<file path="config.mk">
export PLATFORM = sky130hd
export DESIGN_NAME = shift_jis_to_jis7_encoder
export DESIGN_NICKNAME = d
export VERILOG_FILES = /design/src/rtl/core/sj2jis_pkg.sv /design/src/rtl/core/shift_jis_to_jis7_encoder.sv /design/src/rtl/core/sj2jis_conv.sv /design/src/rtl/core/sj2jis_outq.sv
export VERILOG_INCLUDE_DIRS = /design/src /design/src/rtl/core
export SDC_FILE = /design/constraint.sdc
export NUM_CORES = 1
export LEC_CHECK = 0
export ABC_AREA = 1
export BUFFER_PORTS_ARGS = -buffer_cell sky130_fd_sc_hd__buf_2
export CORE_UTILIZATION = 45
export CTS_CLUSTER_DIAMETER = 30
export DETAILED_ROUTE_END_ITERATION = 6
export SLEW_MARGIN = 20
export SYNTH_ARGS = -nofsm -noshare
export SYNTH_HDL_FRONTEND = slang
export SYNTH_SLANG_ARGS = --single-unit
</file>
<file path="constraint.sdc">
create_clock -name clk_i -period 2.6 [get_ports clk_i]
set_clock_uncertainty 0.2 [all_clocks]
set_input_delay 0.26 -clock clk_i [delete_from_list [all_inputs] [get_ports clk_i]]
set_output_delay 0.26 -clock clk_i [all_outputs]
set_load 0.01 [all_outputs]
</file>
<file path="src/rtl/core/shift_jis_to_jis7_encoder_macros.svh">
// ----------------------------------------------------------------------------
// Assertion macros for the Shift-JIS to JIS7 encoder
// Shared concurrent assertion wrappers, compiled out for synthesis.
// ----------------------------------------------------------------------------
`ifndef SHIFT_JIS_TO_JIS7_ENCODER_MACROS_SVH
`define SHIFT_JIS_TO_JIS7_ENCODER_MACROS_SVH

`ifndef SYNTHESIS

// Property that must hold in the same cycle as its antecedent.
`define SJ2JIS_ASSERT_NOW(lbl, ante, cons, msg) \
  lbl: assert property (@(posedge clk_i) disable iff (!rst_ni) (ante) |-> (cons)) \
    else $error(msg);

// Property whose consequence is checked in the cycle after the antecedent.
`define SJ2JIS_ASSERT_NEXT(lbl, ante, cons, msg) \
  lbl: assert property (@(posedge clk_i) disable iff (!rst_ni) (ante) |=> (cons)) \
    else $error(msg);

`else

`define SJ2JIS_ASSERT_NOW(lbl, ante, cons, msg)
`define SJ2JIS_ASSERT_NEXT(lbl, ante, cons, msg)

`endif

`endif

</file>
<file path="src/rtl/core/sj2jis_pkg.sv">
`timescale 1ns / 1ps
// ----------------------------------------------------------------------------
// Shift-JIS to JIS7 encoder package
// Shared byte codes, burst type and encoder state type.
// ----------------------------------------------------------------------------
package sj2jis_pkg;

  // Escape sequence bytes.
  localparam logic [7:0] ESC_CODE  = 8'h1B;
  localparam logic [7:0] CH_DOLLAR = 8'h24;
  localparam logic [7:0] CH_LPAREN = 8'h28;
  localparam logic [7:0] CH_B      = 8'h42;

  // Longest output burst of one input beat and the width of its count.
  localparam int unsigned MAX_BURST = 8;
  localparam int unsigned BURST_CW  = $clog2(MAX_BURST + 1);

  typedef logic [7:0] byte_t;

  // Output bytes of one input beat, first byte in data[0].
  typedef struct packed {
    byte_t [MAX_BURST-1:0] data;
    logic  [BURST_CW-1:0]  count;
    logic                  eom;
  } burst_t;

  // Encoder state carried from one input beat to the next.
  typedef struct packed {
    logic  lead_held;
    byte_t lead_value;
    logic  kanji_mode;
  } enc_state_t;

endpackage

</file>
<file path="src/rtl/core/shift_jis_to_jis7_encoder.sv">
`timescale 1ns / 1ps
`include "shift_jis_to_jis7_encoder_macros.svh"
// ----------------------------------------------------------------------------
// Shift-JIS to JIS7 encoder
// Converts a Shift-JIS byte stream into 7-bit JIS with escape sequences.
// ----------------------------------------------------------------------------
// The encoder takes one Shift-JIS byte per input beat and turns it into a
// burst of zero to eight output beats in a single registered pass: the
// converter works from the input byte and the held encoder state, and the
// burst lands in the output burst register in the next cycle. A lead byte
// produces no output until its partner arrives; an ordinary byte produces one
// beat, or four when ESC ( B must leave kanji mode first; a kanji pair produces
// two or five, plus three more at message end. The output side sends one beat
// per cycle, so the input accepts a new byte every cycle as long as each burst
// is at most one byte long and the output does not stall, and otherwise stalls
// while the burst register drains. The next byte can enter in the same cycle
// as the last byte of the previous burst leaves. run_last_o marks the final
// beat caused by an input byte, and message_done_o marks the final beat of a
// message, which always has at least one output beat. After the message end
// the encoder is back in ASCII mode with no lead byte held.
// ----------------------------------------------------------------------------
module shift_jis_to_jis7_encoder (
  input  logic       clk_i,
  input  logic       rst_ni,
  input  logic       in_valid_i,
  output logic       in_stall_o,
  input  logic [7:0] in_byte_i,
  input  logic       end_of_message_i,
  output logic       out_valid_o,
  input  logic       out_stall_i,
  output logic [7:0] out_byte_o,
  output logic       run_last_o,
  output logic       message_done_o
);
  import sj2jis_pkg::*;

  enc_state_t state_q, state_d;
  burst_t     burst;
  logic       can_load;
  logic       in_fire;

  // Input beats are taken whenever the burst register can be reloaded.
  assign in_stall_o = !can_load;
  assign in_fire    = in_valid_i && can_load;

  sj2jis_conv u_conv (
    .in_byte_i (in_byte_i),
    .eom_i     (end_of_message_i),
    .state_i   (state_q),
    .state_o   (state_d),
    .burst_o   (burst)
  );

  sj2jis_outq u_outq (
    .clk_i          (clk_i),
    .rst_ni         (rst_ni),
    .load_i         (in_fire),
    .burst_i        (burst),
    .can_load_o     (can_load),
    .out_valid_o    (out_valid_o),
    .out_stall_i    (out_stall_i),
    .out_byte_o     (out_byte_o),
    .run_last_o     (run_last_o),
    .message_done_o (message_done_o)
  );

  // Encoder state advances only on an accepted input beat.
  always_ff @(posedge clk_i or negedge rst_ni) begin
    if (!rst_ni) begin
      state_q <= '0;
    end else if (in_fire) begin
      state_q <= state_d;
    end
  end

  `SJ2JIS_ASSERT_NEXT(a_eom_clears, in_fire && end_of_message_i, !state_q.lead_held && !state_q.kanji_mode, "state not cleared at message end")
  `SJ2JIS_ASSERT_NEXT(a_lead_once, in_fire && state_q.lead_held, !state_q.lead_held, "lead byte held twice")
  `SJ2JIS_ASSERT_NEXT(a_eom_output, in_fire && end_of_message_i, out_valid_o, "message end without output")

endmodule

</file>
<file path="src/rtl/core/sj2jis_conv.sv">
`timescale 1ns / 1ps
// ----------------------------------------------------------------------------
// Shift-JIS to JIS7 byte converter
// Forms the output burst and the next encoder state for one input byte.
// ----------------------------------------------------------------------------
module sj2jis_conv (
  input  logic [7:0]             in_byte_i,
  input  logic                   eom_i,
  input  sj2jis_pkg::enc_state_t state_i,
  output sj2jis_pkg::enc_state_t state_o,
  output sj2jis_pkg::burst_t     burst_o
);
  import sj2jis_pkg::*;

  logic  in_is_lead;
  logic  in_is_trail;
  byte_t hi_base;
  byte_t hi_byte;
  byte_t lo_dec;
  byte_t lo_byte;
  logic  lo_wrap;

  assign in_is_lead  = (in_byte_i >= 8'h81 && in_byte_i <= 8'h9F) ||
                       (in_byte_i >= 8'hE0 && in_byte_i <= 8'hFC);
  assign in_is_trail = (in_byte_i >= 8'h40 && in_byte_i <= 8'h7E) ||
                       (in_byte_i >= 8'h80 && in_byte_i <= 8'hFC);

  // JIS X 0208 row and cell from a Shift-JIS pair, kept to eight bits.
  assign hi_base = state_i.lead_value -
                   ((state_i.lead_value <= 8'h9F) ? 8'h71 : 8'hB1);
  assign lo_dec  = (in_byte_i > 8'h7F) ? (in_byte_i - 8'h01) : in_byte_i;
  assign lo_wrap = (lo_dec >= 8'h9E);
  assign lo_byte = lo_wrap ? (lo_dec - 8'h7D) : (lo_dec - 8'h1F);
  assign hi_byte = {hi_base[6:0], 1'b1} + {7'd0, lo_wrap};

  always_comb begin
    burst_t     b;
    enc_state_t s;
    b       = '0;
    s       = state_i;
    b.eom   = eom_i;
    if (state_i.lead_held) begin
      s.lead_held = 1'b0;
      if (in_is_trail) begin
        if (!state_i.kanji_mode) begin
          b.data[b.count[2:0]] = ESC_CODE;  b.count = b.count + 1'b1;
          b.data[b.count[2:0]] = CH_DOLLAR; b.count = b.count + 1'b1;
          b.data[b.count[2:0]] = CH_B;      b.count = b.count + 1'b1;
        end
        s.kanji_mode = 1'b1;
        b.data[b.count[2:0]] = hi_byte; b.count = b.count + 1'b1;
        b.data[b.count[2:0]] = lo_byte; b.count = b.count + 1'b1;
      end else begin
        if (state_i.kanji_mode) begin
          b.data[b.count[2:0]] = ESC_CODE;  b.count = b.count + 1'b1;
          b.data[b.count[2:0]] = CH_LPAREN; b.count = b.count + 1'b1;
          b.data[b.count[2:0]] = CH_B;      b.count = b.count + 1'b1;
        end
        s.kanji_mode = 1'b0;
        b.data[b.count[2:0]] = state_i.lead_value; b.count = b.count + 1'b1;
        b.data[b.count[2:0]] = in_byte_i;          b.count = b.count + 1'b1;
      end
      s.lead_value = '0;
    end else if (in_is_lead && !eom_i) begin
      s.lead_held  = 1'b1;
      s.lead_value = in_byte_i;
    end else begin
      if (state_i.kanji_mode) begin
        b.data[b.count[2:0]] = ESC_CODE;  b.count = b.count + 1'b1;
        b.data[b.count[2:0]] = CH_LPAREN; b.count = b.count + 1'b1;
        b.data[b.count[2:0]] = CH_B;      b.count = b.count + 1'b1;
      end
      s.kanji_mode = 1'b0;
      b.data[b.count[2:0]] = in_byte_i; b.count = b.count + 1'b1;
    end

    // Message end closes kanji mode and drops any held lead byte.
    if (eom_i) begin
      if (s.kanji_mode) begin
        b.data[b.count[2:0]] = ESC_CODE;  b.count = b.count + 1'b1;
        b.data[b.count[2:0]] = CH_LPAREN; b.count = b.count + 1'b1;
        b.data[b.count[2:0]] = CH_B;      b.count = b.count + 1'b1;
      end
      s.kanji_mode = 1'b0;
      s.lead_held  = 1'b0;
      s.lead_value = '0;
    end
    burst_o = b;
    state_o = s;
  end

endmodule

</file>
<file path="src/rtl/core/sj2jis_outq.sv">
`timescale 1ns / 1ps
`include "shift_jis_to_jis7_encoder_macros.svh"
// ----------------------------------------------------------------------------
// Shift-JIS to JIS7 output burst register
// Holds one burst and sends its bytes one beat per cycle unless stalled.
// ----------------------------------------------------------------------------
module sj2jis_outq (
  input  logic               clk_i,
  input  logic               rst_ni,
  input  logic               load_i,
  input  sj2jis_pkg::burst_t burst_i,
  output logic               can_load_o,
  output logic               out_valid_o,
  input  logic               out_stall_i,
  output logic [7:0]         out_byte_o,
  output logic               run_last_o,
  output logic               message_done_o
);
  import sj2jis_pkg::*;

  byte_t [MAX_BURST-1:0] data_q, data_d;
  logic  [BURST_CW-1:0]  cnt_q, cnt_d;
  logic                  eom_q, eom_d;
  logic                  out_fire;

  assign out_valid_o    = (cnt_q != '0);
  assign out_fire       = out_valid_o && !out_stall_i;
  assign run_last_o     = (cnt_q == BURST_CW'(1));
  assign message_done_o = run_last_o && eom_q;
  assign out_byte_o     = data_q[0];
  // The burst register is free once its last byte leaves in this cycle.
  assign can_load_o     = !out_valid_o || (run_last_o && !out_stall_i);

  always_comb begin
    data_d = data_q;
    cnt_d  = cnt_q;
    eom_d  = eom_q;
    if (load_i) begin
      data_d = burst_i.data;
      cnt_d  = burst_i.count;
      eom_d  = burst_i.eom;
    end else if (out_fire) begin
      data_d = data_q >> 8;
      cnt_d  = cnt_q - 1'b1;
    end
  end

  always_ff @(posedge clk_i or negedge rst_ni) begin
    if (!rst_ni) begin
      cnt_q <= '0;
      eom_q <= 1'b0;
    end else begin
      cnt_q <= cnt_d;
      eom_q <= eom_d;
    end
  end

  always_ff @(posedge clk_i) begin
    data_q <= data_d;
  end

  `SJ2JIS_ASSERT_NOW(a_cnt_range, 1'b1, cnt_q <= BURST_CW'(MAX_BURST), "burst count overflow")
  `SJ2JIS_ASSERT_NOW(a_load_free, load_i, can_load_o, "burst loaded while busy")
  `SJ2JIS_ASSERT_NEXT(a_burst_cont, out_fire && !run_last_o && !load_i, out_valid_o, "burst cut short")

endmodule

</file>
Yosys cells after proc, flatten, opt, wreduce, memory -nomap -nowiden
Index checks and enable logic that the tools add are counted.
W data, S select, Z words.
- logic and storage cells: 137
- bits of input ports: 13
- flip-flop bits (word level): 79
- order comparisons: 26
- $add $sub $neg: 14
- equality and inequality tests: 1
- reductions and logical operators: 28
- bitwise operators: 9
- muxes and demuxes: 46
- operator list (operator ; count):
    $mux W68 ; 5
    $bwmux W64 ; 5
    $demux W8 S3 ; 8
    $mux W28 ; 6
    $mux W64 ; 2
    $and A48 B48 Y48 ; 2
    $not A48 Y48 ; 2
    $mux W8 ; 10
    $mux W27 ; 2
    $add A4 B1 Y4 const B ; 8
    $and A32 B32 Y32 ; 1
    $ge A8 B8 Y1 const B ; 4
    $lt A3 B4 Y1 const B ; 8
    $not A32 Y32 ; 1
    $or A16 B16 Y16 ; 2
    $or A32 B32 Y32 ; 1
    $ge A3 B1 Y1 const B ; 8
    $le A8 B8 Y1 const B ; 3
    $mux W10 ; 2
    $logic_and A1 B1 Y1 ; 17
    $mux W9 ; 1
    $add A8 B1 Y8 ; 1
    $ge A8 B7 Y1 const B ; 1
    $gt A8 B7 Y1 const B ; 1
    other kinds (16) ; 23

Logic depth before layout (Yosys ltp)
Gate-level depths: netlist (run 1).
- depth after elaboration: 24
- depth in mapped cells: 24
- gate-level depth less buffers: 24

Cells and area by module
From an unflattened synthesis (run 1), not the netlist that was laid out.
- cells, all modules: 752
- area total of the unflattened synthesis: 5450.2 um2
- by module, submodules not included (module ; instances ; area an instance (um2) ; cells an instance):
    sj2jis_outq ; 1 ; 3098.0 ; 319
    sj2jis_conv ; 1 ; 1939.4 ; 387
    shift_jis_to_jis7_encoder ; 1 ; 412.9 ; 46

Least setup slack after synthesis (run 1)
Ideal clock, no wire load.
- path kind: register to register
- from: register u_outq.cnt_q[0]
- to: register u_outq.cnt_q[3]
- path slack: -261 ps
- path buffers: 0
- library setup time: 135 ps
- arrival time: 2527 ps
- stages on the path, launching flop included: 10
- path through: dfrtp_1 inv_1 ha_1 nand3_1 nand2_1 o21ai_0 inv_1 a22oi_1 nor2_1 a21oi_1
- cells in the longest elaborated chain, start to end: 5
- RTL lines (what ; RTL line ; text):
    start: declaration ; sj2jis_outq.sv:22 ; logic [BURST_CW-1:0] cnt_q, cnt_d;
    start signal: assignment ; sj2jis_outq.sv:53 ; cnt_q <= cnt_d;
    $reduce_bool A4 Y1 * ; sj2jis_outq.sv:26 ; assign out_valid_o = (cnt_q != '0);
    net out_valid_o ; shift_jis_to_jis7_encoder.sv:29 ; output logic out_valid_o,
    $logic_not A1 Y1 ; sj2jis_outq.sv:32 ; assign can_load_o = !out_valid_o || (run_last_o && !out_stall_i);
    $logic_or A1 B1 Y1 ; sj2jis_outq.sv:32 ;
    $logic_and A1 B1 Y1 ; shift_jis_to_jis7_encoder.sv:44 ; assign in_fire = in_valid_i && can_load;
    $mux W4 or $reduce_bool A2 Y1 (tied branches) ; n/a ;
The timed path passes the listed nets; every way through them passes the cells marked *. The select of a mux whose other input is x is not followed.
A chain may end at the register's enable or synchronous reset.

==> qor.yml, run 1 <==
outcome:
  status: "finished clean"
detailed_routing:
  ant_nets: 0
  drc: 0
  vias: 3978
  first_iter_violations: 285
  routed_via_density: 5.28
  wl_mm: 12.7
  first_pass_iters: 6
  wl_per_cell_um: 16.8
synthesis:
  ys_ff_latch: 70
  seq_area_frac_synth: 0.460
  yosys_most_used_dff: "edfxtp_1"
  async_flop_share: 0.214
  synth_area_sq_um: 4410
  synth_cells: 547
  synth_cell_type_count: 41
  ys_warn_count: 0
  syn_area_per_cell_sq_um: 8.06
  synth_edf_count: 55
cts:
  cts_tree: "built"
  ctsRootBufferMaster: "clkbuf_8"
  cts_buffers: 9
  cts_buffer_depth: 2
  path_clk_slew_ns: 0.08
  h-tree-depth: 3
  clock_latency_ns: 0.35
  clock_sinks: 70
critical_path:
  path_cells: "buf_6, inv_2, ha_4, nand2_4, inv_4, nand2_2, nand2_2, nand2_2, nor2_1, nand2_1, nand2_2, nand2_4, inv_4, ha_4, inv_2, nor2_1, inv_1, nor2_2, nand3_2, xnor2_2, o22ai_1, a22oi_1, o21ai_1"
  cp.depth: 23
  cp_top_family: "simple AND/OR/NAND/NOR gates"
  crit_slowest_cell: "a22oi_1"
  worstSetupStartpointType: "input pin"
  critPathArrivalTime_ns: 2.46
  crit_type: "in -> reg"
  cp_max_fo: 4
  slowest_delay_ns: 0.22
  crit_top_cell: "nand2_2"
  crit_required_ns: 2.48
  worstRegToRegCells: 14
  path_buf_inv: 6
  end_kind: "flip-flop"
cells_and_area:
  layout_commonest_cell: "nand2_1"
  final_area_sq_um: 5400
  drive_above_1_share: 0.258
  layout_common_cells: "nand2_1 (128), inv_1 (62), buf_4 (59), edfxtp_1 (55), nor2_1 (54)"
  area_growth_pct: 22.4
  fill_cells: 896
  fin_nets: 646
  antenna_cells: 0
  final_core_util: 0.576
sta:
  drv_slew: 0
  finalHoldViolCount: 0
  fin_ws_ns: 0.0276
  fmax_mhz: 389
  post-route-period-util: 0.989
  period_needed_ns: 2.57
  setup_viol: 0
  rsz0062_at_grt: "yes"
grt:
  grt_max_degree: 35
  met2_usage: 0.440
  grt_remaining_overflow: 0
  antenna_found_initial: 0
  use_met3: 0.0603
  track_usage: 0.268
  grt_use_met1: 0.343
  grt_pass1_vias: 3770
  grt_pass1_wl_mm: 19.9
  busiest_layer: "met2"
floorplan:
  die_y_um: 101
  rows: 35
  initial_utilization: 0.470
  die_x_um: 101
  io_pins: 25
  core_sq_um: 9370
  dieArea_sq_um: 10200
placed_design:
  dp_slack_ns: -0.417
  gp_congestion: 1.01
  dp_hpwl_mm: 9.78
  post_dp_cell_area_sq_um: 5020
  port_buffers: 24
hold_path:
  hold_depth: 3
  worstHoldPathType: "in -> reg"
power:
  p_per_area_nw_per_um2: 1090
  p_total_mw: 5.89
  leakage_nw: 2.49
  irDropWorstVdd_mv: 0.605
job:
  max_cap_violations: 0
==> cell usage after synthesis (5+ instances only) <==
library cell  instances  share of area
nor2_1               59          0.050
o21ai_1              14          0.016
buf_4                10          0.017
nand4_1               5         0.0071
nand3_1              30          0.034
buf_2                 9          0.010
inv_1                68          0.058
o22ai_1              15          0.021
o21ai_0              29          0.033
inv_2                 9         0.0077
nand2_1             134           0.11
edfxtp_1             55           0.37
ha_1                 12          0.034
a22oi_1               9          0.015
dfrtp_1              15          0.085
xor2_1                5         0.0099
a21oi_1              22          0.025
==> final timing paths <==
path	start	slack, ns	endpoint
min in group asynchronous	rst_ni	0.14	u_outq.cnt_q[0]
worst min-delay path	end_of_message_i	0.09	u_outq.eom_q
worst max register to register	u_outq.cnt_q[1]	0.08	u_outq.data_q[14]
max in group asynchronous	rst_ni	1.79	state_q[1]
worst min register to register	state_q[7]	0.30	state_q[7]
worst max-delay path	in_byte_i[0]	0.03	u_outq.data_q[30]
==> metrics by stage <==
stage | setup TNS, ns | cells | hold slack, ns
finish | 0 | 754 | 0.0931
global route | -0.662 | 754 | 0.104
CTS | 0 | 748 | 0.0839
detailed placement | -4.22 | 731 | -0.0210
global placement | -3.31 | 731 | -0.0200
floorplan | -0.0736 | 549 | -0.236
==> tightest hold or removal path, delay by kind of cell <==
kind	cells	cell delay [ns]
buffers and inverters	1	0.14
AOI/OAI and AO/OA	1	0.11
and+or+nand+nor	1	0.09
==> final cells by class <==
class	count	area, sq um	area share
multi-input cells	375	2050	0.380
flip-flops and latches	70	2030	0.376
repair buffers	85	621	0.115
clock buffers	10	128	0.0237
inverters	79	312	0.0577
clock inverters	6	93.8	0.0174
well taps	129	161	0.0299
==> sequential cells by signal, indices dropped and copies added, names as in the netlist <==
name	cells
u_outq.out_byte_o	8
u_outq.cnt_q	4
u_outq.eom_q	1
u_outq.data_q	47
state_q	10
==> routing by layer <==
metal / vias to the layer above / share of wire
li1: 1950 / -
met3: 27 / 0.075
met2: 145 / 0.46
met1: 1856 / 0.44
met5: - / 0
met4: 0 / 0.030
==> cells by family (layout without fill, tap and decap cells) <==
logic type                 count (synthesis)  after routing  share of synthesized area
and+or+nand+nor                          243            243                      0.236
other                                      1              3                   0.000851
xor gates and xnor gates                   8              8                     0.0159
buffers and inverters                    104            180                      0.102
AOI/OAI and AO/OA                        108            108                      0.147
DFF                                       70             70                      0.460
adders and majority gates                 13             13                     0.0386
==> where the power goes <==
| group | internal (mW) | switching, mW | leakage (nW) | total [mW] |
|---|---|---|---|---|
| logic | 1.04 | 1.84 | 1.64 | 2.88 |
| registers | 1.82 | 0.207 | 0.743 | 2.03 |
| clock network | 0.549 | 0.438 | 0.107 | 0.987 |
==> timing repair <==
action                     in CTS  in global routing
pin swaps                       1                 22
setup buffers                   0                  6
resized for setup               2                 29
hold buffers                    1                  0
setup endpoints to repair       1                 17
hold endpoints to repair       15                  0
Note: power is estimated with default switching activity, not from simulation.
==> run 2: changes to the inputs <==
--- a/config.mk
+++ b/config.mk
@@ -8,9 +8,13 @@
 export LEC_CHECK = 0
 export ABC_AREA = 1
 export BUFFER_PORTS_ARGS = -buffer_cell sky130_fd_sc_hd__buf_2
-export CORE_UTILIZATION = 45
+export CAP_MARGIN = 20
+export CELL_PAD_IN_SITES_DETAIL_PLACEMENT = 0
+export CELL_PAD_IN_SITES_GLOBAL_PLACEMENT = 1
+export CORE_UTILIZATION = 42
 export CTS_CLUSTER_DIAMETER = 30
 export DETAILED_ROUTE_END_ITERATION = 6
+export PLACE_DENSITY_LB_ADDON = 0.1
 export SLEW_MARGIN = 20
 export SYNTH_ARGS = -nofsm -noshare
 export SYNTH_HDL_FRONTEND = slang
==> run 2 against run 1 <==
Net effect: core utilization shrank 4.6 points; die area is 7.0% higher; final cell count up 0.93%; combinational power decreased by 4%; count of clock-buffer cells in the layout unchanged; total power fell by 1.1%; worst hold slack better by 0.0022 ns; via count fell by 1.2%; global-route usage fell by 2.1 points; sequential power is essentially flat; non-clock buffer count unchanged; first-iteration DRC count decreased by 2.8%; largest power group unchanged.
==> qor.yml, run 2 (synthesis gave the netlist of run 1 again) <==
outcome:
  status: "finished clean"
grt:
  track_usage: 0.247
  antenna_found_initial: 0
  grt_pass1_wl_mm: 20.2
  grt_pass1_vias: 3826
  grt_remaining_overflow: 0
  grt_max_degree: 61
cts:
  h-tree-depth: 3
  cts_buffers: 9
  clock_sinks: 70
  ctsRootBufferMaster: "clkbuf_8"
  clock_latency_ns: 0.35
  cts_buffer_depth: 2
  cts_tree: "built"
  path_clk_slew_ns: 0.08
power:
  p_per_area_nw_per_um2: 1070
  leakage_nw: 2.50
  irDropWorstVdd_mv: 0.578
  p_total_mw: 5.82
detailed_routing:
  vias: 3929
  drc: 0
  ant_nets: 0
  wl_mm: 12.7
  routed_via_density: 5.16
  first_pass_iters: 5
  first_iter_violations: 277
  wl_per_cell_um: 16.6
floorplan:
  dieArea_sq_um: 10900
  rows: 37
  die_x_um: 104
  initial_utilization: 0.431
  core_sq_um: 10200
  die_y_um: 104
  io_pins: 25
job:
  max_cap_violations: 0
critical_path:
  worstSetupStartpointType: "input pin"
  critPathArrivalTime_ns: 2.45
  reg2reg_slack_ns: 0.20
  crit_top_cell: "nand2_1"
  crit_slowest_cell: "xnor2_2"
  cp_max_fo: 4
  crit_type: "in -> reg"
  crit_required_ns: 2.50
  slowest_delay_ns: 0.22
  end_kind: "flip-flop"
  path_cells: "buf_4, clkinvlp_4, ha_4, nand2_4, inv_4, nand2_1, nand2_1, nand2_2, nor2_1, nand2_1, nand2_2, nand2_4, inv_4, ha_1, inv_1, nor2_1, inv_1, nor2_2, nand3_2, xnor2_2, o22ai_2, a22oi_2, o21ai_1"
cells_and_area:
  final_area_sq_um: 5420
  antenna_cells: 0
  multiInputGateArea_sq_um: 2080
  drive_above_1_share: 0.258
  layout_commonest_cell: "nand2_1"
  area_growth_pct: 22.9
  top_register: "u_outq.data_q"
  fin_nets: 646
  ff_latch_area_sq_um: 2030
  fill_cells: 985
  largest_reg_flops: 47
  layout_common_cells: "nand2_1 (129), inv_1 (65), buf_4 (58), edfxtp_1 (55), nor2_1 (52)"
sta:
  drv_slew: 0
  finalHoldViolCount: 0
  fmax_mhz: 392
  period_needed_ns: 2.55
  holdWs_ns: 0.0953
  setup_viol: 0
  post-route-period-util: 0.981
  rsz0062_at_grt: "yes"
placed_design:
  post_dp_cell_area_sq_um: 5060
  gp_congestion: 0.923
  port_buffers: 24
  dp_hpwl_mm: 9.64
hold_path:
  worstHoldPathType: "in -> reg"
-- run 2: cell type report --
type,instances,share of cell area
well taps,136,0.0314
multi-input cells,375,0.384
inverters,79,0.0570
flip-flops and latches,70,0.374
repair buffers,85,0.113
clock inverters,6,0.0173
clock buffers,10,0.0236
-- run 2: critical path: cells and delay by family --
kind | cells | cell delay, ns
fa+ha+maj | 2 | 0.28
simple gates | 11 | 0.89
buf+inv | 6 | 0.45
compound gates | 3 | 0.37
xor+xnor | 1 | 0.22
-- run 2: path summary, 6_finish.rpt --
kind / start / endpoint / depth (start not counted)
worst max-delay path: in_byte_i[1] / u_outq.data_q[30] / 23
worst min-delay path: out_stall_i / u_outq.cnt_q[3] / 4
worst max register to register: u_outq.cnt_q[1] / u_outq.data_q[8] / 13
worst min register to register: state_q[7] / state_q[7] / 2
max in group asynchronous: rst_ni / state_q[6] / 2
min in group asynchronous: rst_ni / u_outq.cnt_q[0] / 2
-- run 2: routing by layer --
| metal | part of all wire | routed length (um) | GRT usage |
|---|---|---|---|
| met1 | 0.44 | 5620 | 0.314 |
| met5 | 0 | 0 | 0 |
| met4 | 0.020 | 257 | 0.0867 |
| met3 | 0.046 | 582 | 0.0457 |
| met2 | 0.49 | 6210 | 0.419 |
-- run 2: power by group --
group | switching (mW) | internal (mW)
clock network | 0.458 | 0.548
registers | 0.228 | 1.82
logic | 1.76 | 1.01
total | 2.45 | 3.38
-- run 2: what timing repair did --
action / 4_1_cts / 5_1_grt
pin swaps: 1 / 15
gates resized for setup: 0 / 26
hold buffers: 1 / 0
setup buffers: 0 / 2
endpoints found under the hold margin: 15 / 0
setup endpoints to repair: 1 / 24
-- run 2: metrics by stage --
step	utilization	cells	TNS, ns	worst slack, ns
2_1_floorplan	-	549	-0.0736	-0.0245
3_3_place_gp	0.494	742	-2.97	-0.336
3_5_place_dp	0.494	742	-3.95	-0.390
4_1_cts	0.517	759	0	0.00575
5_1_grt	0.530	761	-0.360	-0.108
6_report	0.530	761	0	0.0505
